### config.mk
export PLATFORM = sky130hd
export DESIGN_NAME = sia_cell
export DESIGN_NICKNAME = d
export VERILOG_FILES = /design/src/sia_pkg.sv /design/src/sia_cell.sv
export SDC_FILE = /design/constraint.sdc
export NUM_CORES = 1
export LEC_CHECK = 0
export ABC_AREA = 1
export CAP_MARGIN = 30
export CORE_UTILIZATION = 50
export DETAILED_ROUTE_END_ITERATION = 10
export DONT_BUFFER_PORTS = 1
export SLEW_MARGIN = 10
export SYNTH_ARGS = -nofsm -noshare
export SYNTH_HDL_FRONTEND = slang
export SYNTH_SLANG_ARGS = --single-unit
### constraint.sdc
create_clock -name clk -period 0.85 [get_ports clk]
set_input_delay 0.17 -clock clk [delete_from_list [all_inputs] [get_ports clk]]
set_output_delay 0.17 -clock clk [all_outputs]
set_load 0.02 [all_outputs]
### src/sia_pkg.sv
// Package for the signed integer ALU / multiply / divide unit.
// Holds the data width, operation codes, channel payloads and the per-cell struct. No dependencies.
package sia_pkg;
	localparam int unsigned DataWidth = 32;
	localparam int unsigned ModeWidth = 3;
	localparam int unsigned IdxWidth  = $clog2(DataWidth);

	typedef enum logic [ModeWidth-1:0] {
		OP_ADD = 3'd0,
		OP_SUB = 3'd1,
		OP_MUL = 3'd2,
		OP_DIV = 3'd3,
		OP_REM = 3'd4
	} op_t;

	typedef logic [DataWidth-1:0] word_t;

	// Input transaction
	typedef struct packed {
		logic [ModeWidth-1:0] mode;
		word_t                operand_a;
		word_t                operand_b;
	} req_t;

	// Output transaction
	typedef struct packed {
		word_t result_value;
	} res_t;

	// Everything one division cell hands to the next
	typedef struct packed {
		logic [ModeWidth-1:0] mode;
		word_t                a;
		word_t                b;
		word_t                mb;
		word_t                rem;
		word_t                quo;
		logic                 neg;
	} cell_t;
endpackage

### src/sia_cell.sv
// One cell of the restoring divider chain: one quotient bit per cell.
// Depends on sia_pkg.
module sia_cell (
	input  logic                          clk,
	input  logic                          arst_n,
	input  logic                          en,
	input  logic [sia_pkg::IdxWidth-1:0]  bit_idx,
	input  logic                          valid_d,
	input  sia_pkg::cell_t                d,
	output logic                          valid_q,
	output sia_pkg::cell_t                q
);
	logic [sia_pkg::DataWidth:0] shifted;
	logic [sia_pkg::DataWidth:0] diff;
	sia_pkg::cell_t              nxt;

	// Shift in the next dividend bit and try the subtract; quo holds the
	// untouched dividend bits below bit_idx and quotient bits above it
	always_comb begin
		nxt     = d;
		shifted = {d.rem, d.quo[bit_idx]};
		diff    = shifted - {1'b0, d.mb};
		if (!diff[sia_pkg::DataWidth]) begin
			nxt.rem          = diff[sia_pkg::DataWidth-1:0];
			nxt.quo[bit_idx] = 1'b1;
		end else begin
			nxt.rem          = shifted[sia_pkg::DataWidth-1:0];
			nxt.quo[bit_idx] = 1'b0;
		end
	end

	always_ff @(posedge clk or negedge arst_n) begin
		if (!arst_n) begin
			valid_q <= 1'b0;
		end else if (en) begin
			valid_q <= valid_d;
		end
	end

	always_ff @(posedge clk) begin
		if (en) begin
			q <= nxt;
		end
	end
endmodule

==> metrics.yaml, run 1 <==
outcome:
  outcome: "finished with violations"
  violations: "hold timing, setup timing"
power:
  report.power.total_uw: 24450
  power.switching_uw: 7910
  power.share.switching_pct: 32.36
  cellLeakagePower_uw: 0.006326
  power.clock.fraction_pct: 32.6
  p_per_area_nw_per_um2: 1833
  vdd.ir_drop.worst_mv: 1.455
  combinationalPowerShare_pct: 21.3
  p_int_uw: 16540
  power_frac_seq_pct: 46.1
global_route:
  global_route_wire_length_before_repair_mm: 42.92
  overflow: 0
  grt_pass1_vias: 8104
  grt_antenna_before_repair: 0
  globalRouteTotalUtil_pct: 31.12
  grt_max_degree: 166
detailed_routing:
  dr_total_vias: 8342
  drt-wirelength-per-cell_um: 18.34
  drt-vias-per-instance: 5.124
  wirelength_mm: 29.86
  drtPass1Iterations: 5
  detail_route.iter0.violations: 491
  ant_nets: 0
  drc: 0
timing:
  setup_violation_total_in_the_final_timing_report: 230
  max_freq_mhz: 417.7
  layout_min_cycle_time_ps: 2394
  final_max_tran_viols: 0
  timing.final.crit_share_pct: 281.7
  timing.clock.skew_ps: 0
  slew_headroom_pct: 67.91
  finalHoldViolations: 121
  final_critical_path_setup_slack_ps: -1544
  worst_slew_pin_slew_ps: 482.3
  hold_slack_ps: -142.8
  grt_setup_unrepaired: "yes"
layout:
  most_frequent_cells_in_the_layout: "357 x sky130_fd_sc_hd__nand2_1, 166 x sky130_fd_sc_hd__inv_1, 165 x sky130_fd_sc_hd__dlygate4sd3_1, 164 x sky130_fd_sc_hd__edfxtp_1, 143 x sky130_fd_sc_hd__buf_4"
  fin_nets: 1592
  layout-drive-gt1-share_pct: 21.73
  multi_input_comb_area_um2: 3772
  mostFrequentLayoutCell: "sky130_fd_sc_hd__nand2_1"
  diodes: 0
  n_fill_cell: 1345
  final_instance_area_um2: 13340
  finish.utilization_pct: 73.98
  footprint_of_the_flip_flops_and_latches_um2: 4950
  layout-area-overhead-vs-synth_pct: 44.89
clocking:
  tritoncts: "yes"
  cts_root_buffer: "sky130_fd_sc_hd__clkbuf_16"
  cts_sinks: 165
  holdBufCountCts: 165
  ctsLongestPathBuffers: 2
  clk-insertion-delay-late_ps: 430
  cts-htree-levels: 4
  path_clk_slew_ps: 80
  number_of_buffers_added_by_the_clock_tree_synthesis_step: 17
placement:
  routabilityCongestion: 0.9201
  placement.setup.worst_slack_ps: -2049
  dpl-instance-area_um2: 10560
  portBuffers: 0
  hpwl_mm: 19.66
yosys:
  postSynthRegisterBits: 165
  mappedNetlistArea_um2: 9204
  synth_warnings: 0
  syn_avg_cell_area_um2: 8.716
  yosys.cell_types.count: 37
  synth_flop_cell: "sky130_fd_sc_hd__edfxtp_1"
  syn-instance-count: 1056
  synth-edff-count: 164
  asyncSetResetFlopFracSynth_pct: 0.6061
  synth_nets: 1262
  yosysSeqAreaShare_pct: 53.78
floorplan:
  row_count: 49
  die_x_um: 137.7
  coreArea_um2: 18020
  floorplan.initialDensity_pct: 51.06
  die-area_um2: 18950
  ioPinCount: 338
  die_h_um: 137.7
flow_run:
  maxCapViolations: 0
worst_setup_path:
  critical_path_required_ps: 1030
  crit_fanout: 8
  type_of_element_capturing_the_critical_path: "flop"
  cp_data_arrival_time_ps: 2570
  startpoint_type: "primary input"
  timing_worst_setup_path_type: "in2reg"
hold_path:
  worst_min_path_class: "in2reg"
-- layer usage --
metal  vias up  track usage (%)  part of all wire, %
met3        84            7.469                  8.7
met2       412            55.03                   50
li1       4036                -                    -
met4         0            15.45                  4.6
met5         -                0                    0
met1      3810            34.81                   36
-- worst max-delay path, cell delays in order --
cell and delay (ps):
sky130_fd_sc_hd__nand2_8 60, sky130_fd_sc_hd__inv_8 50, sky130_fd_sc_hd__nand2_1 80, sky130_fd_sc_hd__nand4_1 130, sky130_fd_sc_hd__nand2_1 100, sky130_fd_sc_hd__nand2_1 50
sky130_fd_sc_hd__nor2_1 90, sky130_fd_sc_hd__nand2_1 90, sky130_fd_sc_hd__inv_1 70, sky130_fd_sc_hd__ha_2 160, sky130_fd_sc_hd__inv_2 50, sky130_fd_sc_hd__fa_2 350
sky130_fd_sc_hd__nand2_2 70, sky130_fd_sc_hd__nand2_2 60, sky130_fd_sc_hd__nand3_2 80, sky130_fd_sc_hd__nand2_4 60, sky130_fd_sc_hd__nand2_4 60, sky130_fd_sc_hd__nand2_4 50
sky130_fd_sc_hd__nand2_4 80, sky130_fd_sc_hd__nand2_4 60, sky130_fd_sc_hd__nand2_4 80, sky130_fd_sc_hd__nand2_8 60, sky130_fd_sc_hd__buf_12 130, sky130_fd_sc_hd__buf_16 150
sky130_fd_sc_hd__nand2_2 60, sky130_fd_sc_hd__nand2_1 60
-- power groups by stage --
stage,clock network (uW),registers [uW],logic [uW]
3_3_place_gp,0,11400,3740
5_1_grt,8350,11300,5690
6_report,7980,11300,5210
4_1_cts,7960,11300,4970
3_5_place_dp,0,11400,3790
2_1_floorplan,0,11200,2450
-- flip-flops by register name, summed over array words and instances, names as in the netlist --
signal   count
q          164
valid_q      1
-- per-stage QoR --
stage / std cells / hold slack [ps] / TNS, ps
CTS: 1626 / -158.0 / -132130
finish: 1628 / -142.8 / -137360
floorplan: 1056 / -125.6 / -112090
global route: 1628 / -165.8 / -149910
global placement: 1406 / -125.6 / -123890
detailed placement: 1406 / -125.6 / -128320
-- final cells by class --
class,instances,area share [%]
Timing Repair Buffer,322,22.79
Multi-Input combinational cell,710,28.29
Clock inverter,15,1.473
Clock buffer,17,3.190
Inverter,170,4.992
Sequential cell,165,37.12
Tap cell,229,2.149
-- kinds of logic (layout without fill, tap and decap cells) --
group	Yosys count	in the layout	synth area share [%]
simple gates	591	593	27.27
buf+inv	183	524	8.632
flops	165	165	53.78
compound gates	68	68	4.201
fa+ha+maj	33	33	4.568
xor+xnor	15	15	1.427
mux	1	1	0.1223
-- path summary, 6_finish.rpt --
kind	startpoint	slack (ps)	cells past startpoint	endpoint
worst max-delay path	bit_idx[0]	-1540	26	q[34]
worst min-delay path	en	-140	0	q[89]
worst max register to register	valid_q	-40	2	valid_q
worst min register to register	valid_q	640	2	valid_q
max in group asynchronous	arst_n	280	2	valid_q
min in group asynchronous	arst_n	470	2	valid_q
-- cells in the mapped netlist (2+ instances only) --
master,n,area share [%]
sky130_fd_sc_hd__edfxtp_1,164,54
sky130_fd_sc_hd__nand3_1,30,1.6
sky130_fd_sc_hd__buf_12,2,0.44
sky130_fd_sc_hd__nand2_2,29,2.0
sky130_fd_sc_hd__a21oi_2,2,0.19
sky130_fd_sc_hd__and2_1,7,0.48
sky130_fd_sc_hd__a22oi_1,6,0.49
sky130_fd_sc_hd__buf_4,2,0.16
sky130_fd_sc_hd__xor2_1,15,1.4
sky130_fd_sc_hd__nor3_1,10,0.54
sky130_fd_sc_hd__buf_8,4,0.65
sky130_fd_sc_hd__nand2_1,411,17
sky130_fd_sc_hd__a21oi_1,21,1.1
sky130_fd_sc_hd__dlygate4sd1_1,3,0.29
sky130_fd_sc_hd__nor2_1,73,3.0
sky130_fd_sc_hd__nor2_4,2,0.24
sky130_fd_sc_hd__o21ai_0,33,1.8
sky130_fd_sc_hd__ha_1,32,4.4
sky130_fd_sc_hd__inv_1,170,6.9
sky130_fd_sc_hd__o21bai_1,5,0.41
sky130_fd_sc_hd__nand2_4,6,0.73
sky130_fd_sc_hd__nand4_1,14,0.95
-- what timing repair did --
| item | 4_1_cts | 5_1_grt |
|---|---|---|
| pin swaps | 18 | 2 |
| buffers inserted | 20 | 2 |
| gates cloned | 6 | 0 |
| resized for setup | 25 | 35 |
| hold endpoints to repair | 328 | 165 |
| setup endpoints to repair | 229 | 229 |
Note: power is estimated with default switching activity, not from simulation.
==> inputs of run 2 (changes only) <==
- SKIP_CTS_REPAIR_TIMING: not set -> 1
==> run 2 against run 1 <==
  * The flow still finishes with violations (hold timing, setup timing)
  * Largest power group unchanged
  * Maximum frequency rose by 3.5%
  * Global-route usage fell by 5.0 points
  * Worst hold slack got worse by 5.8 ps
  * Setup slack improved by 81 ps
==> metrics.yaml, run 2 (synthesis gave the netlist of run 1 again) <==
outcome:
  outcome: "finished with violations"
  violations: "hold timing, setup timing"
timing:
  grt_setup_unrepaired: "yes"
  layout_min_cycle_time_ps: 2313
  max_freq_mhz: 432.3
  setup_violation_total_in_the_final_timing_report: 229
  worst_slew_pin_slew_ps: 484.7
  timing.final.crit_share_pct: 272.1
  slew_headroom_pct: 67.68
  hold_slack_ps: -148.6
  finalHoldViolations: 42
  timing.clock.skew_ps: 0
  final_critical_path_setup_slack_ps: -1463
  final_max_tran_viols: 0
placement:
  numPlacedInstances: 1406
  routabilityCongestion: 0.9201
  placement.setup.worst_slack_ps: -2049
  hpwl_mm: 19.66
  portBuffers: 0
hold_path:
  holdCritStartpoint: "en"
  worst_min_path_class: "in2reg"
  holdPathStages: 0
  worst_hold_path.endpoint: "q[57]"
worst_setup_path:
  critical_path_required_ps: 1040
  crit_fanout: 8
  critical_path.reg2reg.startpoint: "valid_q"
  cp_data_arrival_time_ps: 2500
  rrSetupSlack_ps: 90
  type_of_element_capturing_the_critical_path: "flop"
  timing_worst_setup_path_type: "in2reg"
  ff2ff_path_depth: 1
  startpoint_type: "primary input"
  timing.rr.end: "valid_q"
global_route:
  globalRouteTotalUtil_pct: 26.07
  grt_antenna_before_repair: 1
  grt_pass1_vias: 6946
  global_route_wire_length_before_repair_mm: 35.95
  overflow: 0
  grt_max_degree: 166
layout:
  reg_top3: "q x164, valid_q x1"
  fin_cells: 1604
  finish.utilization_pct: 71.94
  largest_register: "q"
  fin_nets: 1567
  mostFrequentLayoutCell: "sky130_fd_sc_hd__nand2_1"
  most_frequent_cells_in_the_layout: "366 x sky130_fd_sc_hd__nand2_1, 166 x sky130_fd_sc_hd__inv_1, 164 x sky130_fd_sc_hd__edfxtp_1, 158 x sky130_fd_sc_hd__dlygate4sd3_1, 127 x sky130_fd_sc_hd__buf_4"
  flip_flop_count_of_the_largest_register_after_layout: 164
  layout-area-overhead-vs-synth_pct: 40.88
  layout-drive-gt1-share_pct: 20.16
floorplan:
  row_count: 49
  die_x_um: 137.7
  die_h_um: 137.7
  coreArea_um2: 18020
  floorplan.initialDensity_pct: 51.06
  die-area_um2: 18950
  ioPinCount: 338
clocking:
  tritoncts: "yes"
  ctsLongestPathBuffers: 2
  cts-htree-levels: 4
  cts_root_buffer: "sky130_fd_sc_hd__clkbuf_16"
  path_clk_slew_ps: 80
  number_of_buffers_added_by_the_clock_tree_synthesis_step: 17
  cts_sinks: 165
  clk-insertion-delay-late_ps: 430
detailed_routing:
  detail_route.iter0.violations: 511
  dr_total_vias: 8180
  ant_nets: 0
  drc: 0
  drt-wirelength-per-cell_um: 17.84
  drt-vias-per-instance: 5.100
  wirelength_mm: 28.62
  drtPass1Iterations: 5
power:
  vdd.ir_drop.worst_mv: 1.411
  p_per_area_nw_per_um2: 1843
  cellLeakagePower_uw: 0.006068
flow_run:
  maxCapViolations: 0
run 2: cell types whose count changed in the layout (fill, tap and decap cells not counted), moves of 2 or more:
| cell | delta |
|---|---|
| sky130_fd_sc_hd__buf_4 | -16 |
| sky130_fd_sc_hd__nor2_2 | +2 |
| sky130_fd_sc_hd__nand2_2 | +6 |
| sky130_fd_sc_hd__dlygate4sd3_1 | -7 |
| sky130_fd_sc_hd__nand2_1 | +9 |
| sky130_fd_sc_hd__buf_16 | -3 |
| sky130_fd_sc_hd__nor2_4 | -2 |
| sky130_fd_sc_hd__buf_12 | -2 |
| sky130_fd_sc_hd__nand2_4 | -15 |
| sky130_fd_sc_hd__clkbuf_16 | +3 |
run 2: worst max path at each step:
stage	start	end	slack (ps)	cells after the start
2_1_floorplan	bit_idx[0]	q[6]	-1760	26
3_3_place_gp	bit_idx[0]	q[48]	-1960	25
3_5_place_dp	bit_idx[0]	q[47]	-2050	25
4_1_cts	bit_idx[0]	q[47]	-1600	25
5_1_grt	bit_idx[1]	q[18]	-1600	25
6_report	bit_idx[1]	q[18]	-1460	25
run 2: worst max-delay path, stage by stage:
cell	delay, ps
sky130_fd_sc_hd__nand2_8	50
sky130_fd_sc_hd__inv_4	60
sky130_fd_sc_hd__nand2_1	90
sky130_fd_sc_hd__nand4_1	130
sky130_fd_sc_hd__nand2_1	100
sky130_fd_sc_hd__nand2_1	50
sky130_fd_sc_hd__nor2_1	90
sky130_fd_sc_hd__nand2_1	90
sky130_fd_sc_hd__inv_1	70
sky130_fd_sc_hd__ha_2	160
sky130_fd_sc_hd__inv_2	40
sky130_fd_sc_hd__fa_2	340
sky130_fd_sc_hd__nand2_2	70
sky130_fd_sc_hd__nand2_2	60
sky130_fd_sc_hd__nand3_2	80
sky130_fd_sc_hd__nand2_4	60
sky130_fd_sc_hd__nand2_4	60
sky130_fd_sc_hd__nand2_4	50
sky130_fd_sc_hd__nand2_4	80
sky130_fd_sc_hd__nand2_4	60
sky130_fd_sc_hd__nand2_4	80
sky130_fd_sc_hd__nand2_8	110
sky130_fd_sc_hd__clkbuf_16	200
sky130_fd_sc_hd__nand2_1	70
sky130_fd_sc_hd__nand2_1	60
run 2: stage by stage:
step / setup TNS, ps / instance area [um^2] / power, uW
finish: -130990 / 12970 / 23900
global route: -144410 / 12970 / 24840
CTS: -141680 / 11180 / 23030
detailed placement: -128320 / 10560 / 15210
global placement: -123890 / 10560 / 15170
floorplan: -112090 / 9334 / 13700
run 2: where the power goes:
| part | leakage [uW] | switching (uW) | internal, uW |
|---|---|---|---|
| logic | 0.00415 | 2460 | 2290 |
| registers | 0.00161 | 1320 | 9920 |
| clock network | 0.000299 | 3870 | 4030 |
| total | 0.00607 | 7650 | 16200 |
run 2: final cells by class:
class / instances / area [um^2]
Multi-Input combinational cell: 710 / 3665
Inverter: 170 / 660.6
Clock inverter: 15 / 196.4
Tap cell: 229 / 286.5
Sequential cell: 165 / 4950
Timing Repair Buffer: 297 / 2780
Clock buffer: 17 / 425.4
Antenna cell: 1 / 2.502
Fill cell: 1404 / 5059
run 2: metal layers:
layer / up-vias / global-route usage (%) / wire [um]
li1: 3980 / - / -
met1: 3778 / 28.29 / 10700
met2: 368 / 47.57 / 14750
met3: 54 / 7.432 / 2318
met4: 0 / 10.01 / 849
met5: - / 0 / 0
